==> src/hw/rtl/ilir_pkg.sv <==
`default_nettype none
package ilir_pkg;

    // Field widths of the request and result words
    localparam int CMD_W = 3;
    localparam int POS_W = 5;
    localparam int VAL_W = 32;
    localparam int ST_W  = 2;
    localparam int LEN_W = 5;
    localparam int IN_W  = 40;
    localparam int OUT_W = 40;

    // Command codes
    typedef enum logic [CMD_W-1:0] {
        CMD_READ   = 3'd0,
        CMD_WRITE  = 3'd1,
        CMD_INSERT = 3'd2,
        CMD_REMOVE = 3'd3,
        CMD_FILL   = 3'd4
    } t_cmd;

    // Status codes
    typedef enum logic [ST_W-1:0] {
        ST_OK   = 2'd0,
        ST_OOR  = 2'd1,
        ST_FULL = 2'd2
    } t_status;

    // Decoded command kind, at most one bit set
    typedef struct packed {
        logic rd;
        logic wr;
        logic ins;
        logic rem;
        logic fill;
    } t_ctl;

    // Classified request passed from front to back
    typedef struct packed {
        t_ctl                     ctl;
        logic [POS_W-1:0]         pos;
        logic signed [VAL_W-1:0]  value;
    } t_req;

endpackage
`default_nettype wire

==> src/hw/rtl/ilir_front.sv <==
`default_nettype none
module ilir_front (
    input  wire logic                        i_clk,
    input  wire logic                        i_rst_n,
    input  wire logic                        i_s_axis_tvalid,
    output logic                             o_s_axis_tready,
    // [2:0] cmd, [7:3] position, [39:8] value
    input  wire logic [ilir_pkg::IN_W-1:0]   i_s_axis_tdata,
    output logic                             o_req_valid,
    input  wire logic                        i_req_ready,
    output ilir_pkg::t_req                   o_req
);

    logic             r_valid;
    ilir_pkg::t_req   r_req;
    ilir_pkg::t_req   n_req;
    ilir_pkg::t_cmd   w_cmd;

    assign w_cmd = ilir_pkg::t_cmd'(i_s_axis_tdata[2:0]);

    // Decode the command into one-hot kind flags; unused codes get none
    always_comb begin
        n_req       = '0;
        n_req.pos   = i_s_axis_tdata[7:3];
        n_req.value = i_s_axis_tdata[39:8];
        unique case (w_cmd)
            ilir_pkg::CMD_READ:   n_req.ctl.rd   = 1'b1;
            ilir_pkg::CMD_WRITE:  n_req.ctl.wr   = 1'b1;
            ilir_pkg::CMD_INSERT: n_req.ctl.ins  = 1'b1;
            ilir_pkg::CMD_REMOVE: n_req.ctl.rem  = 1'b1;
            ilir_pkg::CMD_FILL:   n_req.ctl.fill = 1'b1;
            default:              n_req.ctl      = '0;
        endcase
    end

    assign o_s_axis_tready = !r_valid || i_req_ready;
    assign o_req_valid     = r_valid;
    assign o_req           = r_req;

    // Input register stage
    always_ff @(posedge i_clk) begin
        if (!i_rst_n) begin
            r_valid <= 1'b0;
        end else if (o_s_axis_tready) begin
            r_valid <= i_s_axis_tvalid;
        end
    end

    always_ff @(posedge i_clk) begin
        if (i_s_axis_tvalid && o_s_axis_tready) begin
            r_req <= n_req;
        end
    end

endmodule
`default_nettype wire

==> src/hw/rtl/ilir_queue.sv <==
`default_nettype none
module ilir_queue (
    input  wire logic          i_clk,
    input  wire logic          i_rst_n,
    input  wire logic          i_push_valid,
    output logic               o_push_ready,
    input  wire ilir_pkg::t_req i_push_req,
    output logic               o_pop_valid,
    input  wire logic          i_pop_ready,
    output ilir_pkg::t_req     o_pop_req
);

    // Two-entry FIFO between front and back
    ilir_pkg::t_req r_mem [2];
    logic           r_wptr;
    logic           r_rptr;
    logic [1:0]     r_cnt;
    logic           w_push;
    logic           w_pop;

    assign o_push_ready = (r_cnt != 2'd2);
    assign o_pop_valid  = (r_cnt != 2'd0);
    assign o_pop_req    = r_mem[r_rptr];
    assign w_push       = i_push_valid && o_push_ready;
    assign w_pop        = o_pop_valid && i_pop_ready;

    // Pointers and occupancy
    always_ff @(posedge i_clk) begin
        if (!i_rst_n) begin
            r_wptr <= 1'b0;
            r_rptr <= 1'b0;
            r_cnt  <= 2'd0;
        end else begin
            if (w_push) r_wptr <= !r_wptr;
            if (w_pop)  r_rptr <= !r_rptr;
            case ({w_push, w_pop})
                2'b10:   r_cnt <= r_cnt + 2'd1;
                2'b01:   r_cnt <= r_cnt - 2'd1;
                default: r_cnt <= r_cnt;
            endcase
        end
    end

    // Storage
    always_ff @(posedge i_clk) begin
        if (w_push) begin
            r_mem[r_wptr] <= i_push_req;
        end
    end

endmodule
`default_nettype wire

==> src/hw/rtl/ilir_back.sv <==
`default_nettype none
module ilir_back #(
    parameter int CAPACITY = 16
) (
    input  wire logic                        i_clk,
    input  wire logic                        i_rst_n,
    input  wire logic                        i_req_valid,
    output logic                             o_req_ready,
    input  wire ilir_pkg::t_req              i_req,
    output logic                             o_m_axis_tvalid,
    input  wire logic                        i_m_axis_tready,
    // [31:0] read_value, [33:32] status, [38:34] length, [39] zero
    output logic [ilir_pkg::OUT_W-1:0]       o_m_axis_tdata
);

    localparam int CW = $clog2(CAPACITY + 1);
    localparam int PW = (CW > ilir_pkg::POS_W) ? CW : ilir_pkg::POS_W;
    localparam int IW = $clog2(CAPACITY);
    localparam int LW = ilir_pkg::LEN_W;
    localparam int VW = ilir_pkg::VAL_W;
    localparam logic [CW-1:0] CAP_C = CW'(CAPACITY);

    logic signed [VW-1:0]        r_cell [CAPACITY];
    logic signed [VW-1:0]        n_cell [CAPACITY];
    logic [CW-1:0]               r_count;
    logic [CW-1:0]               n_count;
    logic                        r_out_valid;
    logic [ilir_pkg::OUT_W-1:0]  r_out_data;

    logic                        w_fire;
    logic [PW-1:0]               w_pos;
    logic [PW-1:0]               w_cnt;
    logic                        w_in_rng;
    logic                        w_full;
    logic                        w_wr_ok;
    logic                        w_ins_ok;
    logic                        w_rem_ok;
    logic signed [VW-1:0]        w_rd_data;
    logic signed [VW-1:0]        w_rd_value;
    ilir_pkg::t_status           w_status;

    assign o_req_ready = !r_out_valid || i_m_axis_tready;
    assign w_fire      = i_req_valid && o_req_ready;

    // Range checks against the current length
    assign w_pos    = PW'(i_req.pos);
    assign w_cnt    = PW'(r_count);
    assign w_in_rng = (w_pos < w_cnt);
    assign w_full   = (r_count >= CAP_C);
    assign w_wr_ok  = i_req.ctl.wr && w_in_rng;
    assign w_ins_ok = i_req.ctl.ins && !w_full && (w_pos <= w_cnt);
    assign w_rem_ok = i_req.ctl.rem && w_in_rng;

    // Entry read; only used when the position is in range
    assign w_rd_data = r_cell[w_pos[IW-1:0]];

    // Result value, status and new length
    always_comb begin
        w_rd_value = '0;
        w_status   = ilir_pkg::ST_OK;
        n_count    = r_count;
        if (i_req.ctl.rd) begin
            if (w_in_rng) begin
                w_rd_value = w_rd_data;
            end else begin
                w_rd_value = '1;
                w_status   = ilir_pkg::ST_OOR;
            end
        end
        if (i_req.ctl.wr && !w_in_rng)  w_status = ilir_pkg::ST_OOR;
        if (i_req.ctl.rem && !w_in_rng) w_status = ilir_pkg::ST_OOR;
        if (i_req.ctl.ins) begin
            if (w_full) begin
                w_status = ilir_pkg::ST_FULL;
            end else if (w_pos > w_cnt) begin
                w_status = ilir_pkg::ST_OOR;
            end
        end
        if (w_ins_ok)       n_count = r_count + CW'(1);
        if (w_rem_ok)       n_count = r_count - CW'(1);
        if (i_req.ctl.fill) n_count = CAP_C;
    end

    // Per-entry cells: each keeps its own value or takes the request value, its lower or upper neighbor
    for (genvar gi = 0; gi < CAPACITY; gi++) begin : g_cell
        localparam logic [PW-1:0] IDX = PW'(gi);
        logic signed [VW-1:0] w_lower;
        logic signed [VW-1:0] w_upper;

        if (gi > 0) begin : g_lo
            assign w_lower = r_cell[gi-1];
        end else begin : g_lo0
            assign w_lower = r_cell[gi];
        end

        if (gi < CAPACITY - 1) begin : g_up
            assign w_upper = r_cell[gi+1];
        end else begin : g_up_last
            assign w_upper = r_cell[gi];
        end

        always_comb begin
            n_cell[gi] = r_cell[gi];
            if (i_req.ctl.fill) begin
                n_cell[gi] = i_req.value;
            end else if (w_wr_ok && (IDX == w_pos)) begin
                n_cell[gi] = i_req.value;
            end else if (w_ins_ok) begin
                if (IDX == w_pos) begin
                    n_cell[gi] = i_req.value;
                end else if (IDX > w_pos) begin
                    n_cell[gi] = w_lower;
                end
            end else if (w_rem_ok && (IDX >= w_pos)) begin
                n_cell[gi] = w_upper;
            end
        end
    end

    // Entry storage, no reset
    always_ff @(posedge i_clk) begin
        if (w_fire) begin
            r_cell <= n_cell;
        end
    end

    // Length
    always_ff @(posedge i_clk) begin
        if (!i_rst_n) begin
            r_count <= '0;
        end else if (w_fire) begin
            r_count <= n_count;
        end
    end

    // Output register
    always_ff @(posedge i_clk) begin
        if (!i_rst_n) begin
            r_out_valid <= 1'b0;
        end else if (o_req_ready) begin
            r_out_valid <= i_req_valid;
        end
    end

    always_ff @(posedge i_clk) begin
        if (w_fire) begin
            r_out_data <= {1'b0, LW'(n_count), w_status, w_rd_value};
        end
    end

    assign o_m_axis_tvalid = r_out_valid;
    assign o_m_axis_tdata  = r_out_data;

endmodule
`default_nettype wire

==> src/hw/rtl/indexed_list_insert_remove.sv <==
// Indexed list with insert and remove.
// Requests arrive on the s_axis channel, one command each: tdata holds
// cmd [2:0], position [7:3] and value [39:8]. Every request gives exactly
// one result on the m_axis channel: read_value [31:0], status [33:32] and
// the length after the command [38:34].
// Path: an input register classifies the command, a two-entry queue
// decouples it from the back end, and the back end updates one register
// cell per entry (cells from the position upward shift together on insert
// and remove) and loads the output register.
// Each result passes in order through the input register, the queue and
// the output register before it reaches m_axis.
// Throughput: one request per cycle while m_axis tready stays high.
// Reset (synchronous, active low) empties the list and the queue and drops
// any pending result; entry contents are left as they were.
// When the receiver stalls, the result holds in the output register, the
// queue and the input register fill, and then s_axis tready falls.
`default_nettype none
module indexed_list_insert_remove #(
    parameter int CAPACITY = 16
) (
    input  wire logic                       i_clk,
    input  wire logic                       i_rst_n,
    input  wire logic                       i_s_axis_tvalid,
    output logic                            o_s_axis_tready,
    // [2:0] cmd, [7:3] position, [39:8] value
    input  wire logic [ilir_pkg::IN_W-1:0]  i_s_axis_tdata,
    output logic                            o_m_axis_tvalid,
    input  wire logic                       i_m_axis_tready,
    // [31:0] read_value, [33:32] status, [38:34] length, [39] zero
    output logic [ilir_pkg::OUT_W-1:0]      o_m_axis_tdata
);

    logic            w_f_valid;
    logic            w_f_ready;
    ilir_pkg::t_req  w_f_req;
    logic            w_b_valid;
    logic            w_b_ready;
    ilir_pkg::t_req  w_b_req;

    // Front: accept and classify
    ilir_front u_front (
        .i_clk           (i_clk),
        .i_rst_n         (i_rst_n),
        .i_s_axis_tvalid (i_s_axis_tvalid),
        .o_s_axis_tready (o_s_axis_tready),
        .i_s_axis_tdata  (i_s_axis_tdata),
        .o_req_valid     (w_f_valid),
        .i_req_ready     (w_f_ready),
        .o_req           (w_f_req)
    );

    // Decoupling queue
    ilir_queue u_queue (
        .i_clk        (i_clk),
        .i_rst_n      (i_rst_n),
        .i_push_valid (w_f_valid),
        .o_push_ready (w_f_ready),
        .i_push_req   (w_f_req),
        .o_pop_valid  (w_b_valid),
        .i_pop_ready  (w_b_ready),
        .o_pop_req    (w_b_req)
    );

    // Back: list cells and result register
    ilir_back #(
        .CAPACITY (CAPACITY)
    ) u_back (
        .i_clk           (i_clk),
        .i_rst_n         (i_rst_n),
        .i_req_valid     (w_b_valid),
        .o_req_ready     (w_b_ready),
        .i_req           (w_b_req),
        .o_m_axis_tvalid (o_m_axis_tvalid),
        .i_m_axis_tready (i_m_axis_tready),
        .o_m_axis_tdata  (o_m_axis_tdata)
    );

endmodule
`default_nettype wire

==> config.mk <==
export PLATFORM = sky130hd
export DESIGN_NAME = indexed_list_insert_remove
export DESIGN_NICKNAME = d
export VERILOG_FILES = /design/src/hw/rtl/ilir_pkg.sv /design/src/hw/rtl/ilir_front.sv /design/src/hw/rtl/ilir_queue.sv /design/src/hw/rtl/ilir_back.sv /design/src/hw/rtl/indexed_list_insert_remove.sv
export SDC_FILE = /design/constraint.sdc
export NUM_CORES = 2
export LEC_CHECK = 0
export BUFFER_PORTS_ARGS = -buffer_cell sky130_fd_sc_hd__buf_2
export CORE_MARGIN = 5
export CORE_UTILIZATION = 50
export CTS_CLUSTER_SIZE = 28
export DETAILED_ROUTE_END_ITERATION = 10
export PLACE_DENSITY = 0.66
export SLEW_MARGIN = 20
export SYNTH_ARGS = -nofsm -noshare
export SYNTH_HDL_FRONTEND = slang
export SYNTH_SLANG_ARGS = --single-unit
==> constraint.sdc <==
create_clock -name i_clk -period 6.61 [get_ports i_clk]
set_input_delay 0.9915 -clock i_clk [delete_from_list [all_inputs] [get_ports i_clk]]
set_output_delay 0.9915 -clock i_clk [all_outputs]
set_load 0.01 [all_outputs]
# [Word-level counts from Yosys, hierarchy flattened]
# Memories as Yosys holds them, arrays and structs flattened. A register that Yosys moved wholly into a read port is not among the register bits.
# Cells that the tools add are included.
[op_classes] n_addsub=4 n_mul=0 div_mod_pow=0 n_lt_le_gt_ge=35 n_eq_ne=37 n_shift=0 mux=118 bitwise=1 n_reduce_logical=85
[op_table] op="two-way mux 32 bit" n=97
[op_table] op="binary-select mux 32 bit (select 4 bit)" n=1
[op_table] op="inequality test 5 x 4 -> 1 bit (second input constant)" n=14
[op_table] op="nonzero test 4 bit" n=16
[op_table] op="AND reduction 3 bit" n=16
[op_table] op="== test 4 x 5 -> 1 bit (first input constant)" n=8
[op_table] op="greater-than comparator 4 x 5 -> 1 bit (first input constant)" n=8
[op_table] op="logical AND 1 bit" n=40
[op_table] op=">= comparator 4 x 5 -> 1 bit (first input constant)" n=7
[op_table] op="== test 3 x 5 -> 1 bit (first input constant)" n=4
[op_table] op=">= comparator 3 x 5 -> 1 bit (first input constant)" n=4
[op_table] op="greater-than comparator 3 x 5 -> 1 bit (first input constant)" n=4
[op_table] op="two-way mux 5 bit" n=3
[op_table] op="two-way mux 2 bit" n=6
[op_table] op="== test 2 x 5 -> 1 bit (first input constant)" n=2
[op_table] op=">= comparator 1 x 5 -> 1 bit (first input constant)" n=2
[op_table] op=">= comparator 2 x 5 -> 1 bit (first input constant)" n=2
[op_table] op=">= comparator 5 bit (second input constant)" n=2
[op_table] op="greater-than comparator 2 x 5 -> 1 bit (first input constant)" n=2
[op_table] op="two-way mux 1 bit" n=10
[op_table] op="== test 3 x 2 -> 1 bit (second input constant)" n=2
[op_table] op="logical NOT 1 bit" n=6
[op_table] op="adder 5 x 1 -> 5 bit (second input constant)" n=1
[op_table] op="== test 1 x 5 -> 1 bit (first input constant)" n=1
[op_table] op="other kinds (20)" n=22
[totals] ff_bits=604 latchBits=0 mem_bits_rw=84 mem_bits_ro=0 in_bits=44 out_inout_bits=42 elab_cells=312 n_memories=1
[mem_list] memory="u_queue.r_mem" depth=2 width=42 read_ports=1 rd_clocked_by_memory_dff=1 write_ports=1 line="ilir_queue.sv:14" source="ilir_pkg::t_req r_mem [2];"

# [Depth between registers and ports, before layout]
[logic_depth] depth_word=8 mapped_depth=16 mapped_depth_nobuf=9

# [By module]
# From an unflattened synthesis, not the netlist that was laid out.
[hier_totals] cells_unflattened=3002 hier_area_um2=37221.9
[by_module_without_submodules] module="ilir_back" instances=1 cells_each=2795 area_each_um2=32616.3 seq_area_each_um2=16666.0
[by_module_without_submodules] module="ilir_queue" instances=1 cells_each=155 area_each_um2=3255.6 seq_area_each_um2=2622.5
[by_module_without_submodules] module="ilir_front" instances=1 cells_each=52 area_each_um2=1350.0 seq_area_each_um2=1281.2

# [Worst setup path before layout]
# No wires, ideal clock.
[synth_timing] path_type="register -> register" start="register (tool-made name)" end="register u_back.r_cell (netlist bit u_back.g_cell[0].w_upper[0]), enable pin" setup_ns=0.461 arrival_ns=5.211 required_time_ns=6.149 slack_ns=0.938 path_stages_with_launch=16 path_buffers=6 synth_period_minus_slack_ns=5.672 cell_sequence="dfxtp_1 > mux2_2 > buf_4 > inv_2 > buf_2 > buf_2 > buf_2 > ha_1 > nor2b_1 > o31ai_1 > clkbuf_1 > nand3_1 > o211ai_2 > buf_2 > a31oi_1 > nor3_1"
[synth_rtl] element="end signal: assignment" line="ilir_back.sv:123" source="r_cell <= n_cell;"
[synth_rtl] element="end: declaration" line="ilir_back.sv:23" source="logic signed [VW-1:0] r_cell [CAPACITY];"

==> metrics.txt <==
H-Tree Depth=3; clock slew at reported path FFs=0.06 ns; gr ovfl total=0; fraction of registers with async set/reset=0%; layout cells sized above 1=15.1%; failing checks=design-rule violations; Final Util=56.7%; CTS resizes=0; largest family of logic cells by synthesized area=compound AO/OA/AOI/OAI gates; Layout Area Growth over Synthesis=12.1%; Via density=7.22; TritonCTS clock tree=done; gp weighted congestion=0.961; Detailed Place HPWL=77.5 mm; first-pass GRT wire length=179 mm; die height=274 um; Avg Synthesized Cell Area=11.5 um2; critical path startpoint category=flip-flop; power share of the clock group=22.2%; RSZ-0062 raised after global routing=no; Warnings, synthesis=0; worst vdd ir=0.487 mV; CP required=7.07 ns; DP Cell Count=3883; core area=68800 um2; clk_skew=0.0293 ns; post-synthesis xor/xnor area fraction=0.151%; Distinct cells, synth=78; crit path max fanout=55; adder-cell share of the synthesized area=0.288%; setup repair bufs after CTS=0; clk sinks=689; non-filler instance count after layout=4027; mux contribution to synthesized area=6.04%; Fmax=203 MHz; DRC Markers=1; initial DRC count=4358; Mapped Cells=3032; Pwr Total=0.0205 W; Data arrival, critical path=5.39 ns; Post-Syn Area=34800 um2; DR vias=29.1k; vias in the first global route=28.1k; Final setup viols=0; initial antenna violation count=3; switching portion of total power=41.2%; I/O pin count=86; minimum clock period=4.93 ns; Rows=96; Compound-Gate Fraction of Synth Area=22.0%; largest net degree at the start of global routing=142; wire per inst=30.4 um; count of input and output buffers=84; Max Slew Vio Count=0; Reg power frac=37.8%; fin crit share=74.6%; Most used DFF post-synth=edfxtp_1; Syn Nets=3084; Initial Util=50.6%; critical path capture point type=flip-flop; Min-Delay Path Class=reg2reg; status=finished with violations; Post-synth EDFFs=677; Seq/Total Area, Yosys=59.1%; Hold Violations, Final=0; relative slew slack=19.0%; Setup CP Type=reg2reg; GRT Total Usage=31.5%; TNS Setup=0 ns; die width=274 um; Filler cells=5595; # hold bufs at CTS=0; Gate power share=40.0%; nets=3084; clk_lat worst skew=0.64 ns; max_cap viols=0; Clock Root Buffer=clkbuf_16; Tightest Pin Transition=1.21 ns; die area=75000 um2; Internal=0.0120 W; Sw Pwr=0.00843 W; final worst slack=1.68 ns; hold depth=0; total CTS buffers=78; Power Density=524 nW/um2; Post-Place Worst Slack=1.31 ns; CTS Buffer Depth=3; LEAKAGE=13.0 nW; WL final=122 mm; Pre-antenna DRT Iters=9; Yosys reg bits=689; R2R cell count=10; Post-Synth Simple-Gate Area=8.24%; ANT nets after route=0
## per-stage QoR
| stage | area [um2] | hold slack [ns] |
|---|---|---|
| after floorplan | 34800 | 0.421 |
| after global placement | 36300 | 0.423 |
| after detailed placement | 36300 | 0.431 |
| after CTS | 39000 | 0.445 |
| after global routing | 39000 | 0.454 |
| final | 39000 | 0.445 |
## cells by family after synthesis
logic type | after synthesis
flops | 689
xor+xnor | 6
fa+ha+maj | 8
other cells | 1
compound gates | 1181
buf+inv | 317
simple gates | 661
mux | 169
## synth_stat cells (4+ instances only)
library cell / count / area share [%]
a221oi_1: 23 / 0.58
a221oi_2: 10 / 0.43
nor2_1: 137 / 1.5
a21oi_2: 6 / 0.15
o221ai_1: 25 / 0.63
nor2b_1: 4 / 0.072
ha_1: 8 / 0.29
o22ai_1: 272 / 4.9
mux2i_1: 132 / 3.8
o21ai_1: 14 / 0.20
nor3_2: 6 / 0.17
nand2_1: 365 / 3.9
mux4_2: 31 / 2.0
buf_6: 6 / 0.19
nand2b_1: 9 / 0.16
nand3_1: 32 / 0.46
inv_1: 45 / 0.49
o31ai_1: 33 / 0.71
a21oi_1: 380 / 5.5
nor3_1: 41 / 0.59
and3_1: 34 / 0.61
buf_1: 8 / 0.086
a22oi_1: 98 / 2.1
dfxtp_1: 12 / 0.69
nand4_1: 5 / 0.090
o21ai_2: 5 / 0.13
or3_1: 6 / 0.11
clkbuf_1: 143 / 1.5
a21o_1: 11 / 0.24
a2111oi_0: 58 / 1.5
buf_4: 26 / 0.56
nor3b_1: 4 / 0.086
o221a_2: 20 / 0.65
a31oi_1: 46 / 0.83
a221o_1: 35 / 1.0
o21ai_0: 108 / 1.6
buf_2: 87 / 1.3
edfxtp_1: 677 / 58
o32ai_1: 8 / 0.20
## worst paths after layout
check        slack (ns)              from                      endpoint
min                0.44  u_front.o_req[4]           u_queue.r_mem[1][4]
min reg2reg        0.44  u_front.o_req[4]           u_queue.r_mem[1][4]
max                1.68         flip-flop  u_back.g_cell[10].w_lower[5]
max reg2reg        1.68         flip-flop  u_back.g_cell[10].w_lower[5]
## cell type report
type,instances,area (um2),area share (%)
Sequential cell,689,20600,52.7
Multi-Input combinational cell,2026,13200,33.9
Clock buffer,91,2000,5.13
Timing Repair Buffer,190,1230,3.15
Tap cell,931,1160,2.99
Clock inverter,51,633,1.62
Inverter,47,186,0.478
Antenna cell,2,5.00,0.0128
## cells in the final DEF (no fill, tap or decap), types with 11 or more instances in the layout
cell type  Yosys  layout
nand3_1       32      30
a21oi_1      380     371
bufinv_16      0      14
o21ai_1       14      11
nor2_1       137     127
nand2_1      365     364
mux4_2        31      31
and3_1        34      33
dfxtp_1       12      11
clkbuf_1     143      13
mux2i_1      132     111
inv_1         45      44
a221oi_1      23      23
buf_4         26     105
a221o_1       35      35
o221a_2       20      20
a2111oi_0     58      57
nor3_1        41      38
clkinv_2       0      17
a22oi_1       98      98
o21ai_0      108     108
o31ai_1       33      31
clkbuf_16      0      78
buf_2         87      84
edfxtp_1     677     677
mux2i_2        1      17
o22ai_1      272     272
clkinv_1       1      12
a31oi_1       46      46
o221ai_1      25      25
## state kept, by name, indices dropped and copies added, names as in the netlist, named ones only
signal / flops
u_queue.r_wptr: 1
u_back.o_m_axis_tvalid: 1
u_queue.r_cnt: 2
u_queue.r_mem: 84
u_front.o_req: 42
u_back.o_m_axis_tdata: 39
u_back.g_cell.w_lower: 96
u_back.r_count: 5
u_queue.r_rptr: 1
u_front.o_req_valid: 1
u_back.g_cell.w_upper: 416
## routing by layer
metal	vias up	track usage, %	part of all wire (%)	routed length [um]
met3	464	8.16	12	14900
li1	12100	-	-	-
met4	2	15.6	5.7	6930
met2	2376	49.1	45	55600
met5	-	0	0.011	13
met1	14200	41.2	37	45000
## worst max-delay path: stages, from the launching register on
cell     delay [ns]
dfxtp_4        0.52
mux2_8         0.56
inv_8          0.31
ha_1           0.21
nor2b_1        0.06
o31ai_2        0.61
and3_1         0.77
buf_4          0.37
a21o_1         0.88
o22ai_1        0.23
a21oi_1        0.21
## power by group through the flow
| stage | combinational (W) | clock, W | sequential (W) |
|---|---|---|---|
| 2_1_floorplan | 0.00515 | 0 | 0.00743 |
| 3_3_place_gp | 0.00762 | 0 | 0.00775 |
| 3_5_place_dp | 0.00783 | 0 | 0.00777 |
| 4_1_cts | 0.00787 | 0.00460 | 0.00770 |
| 5_1_grt | 0.00857 | 0.00479 | 0.00781 |
| 6_report | 0.00817 | 0.00454 | 0.00774 |
Note: power is estimated with default switching activity, not from simulation.
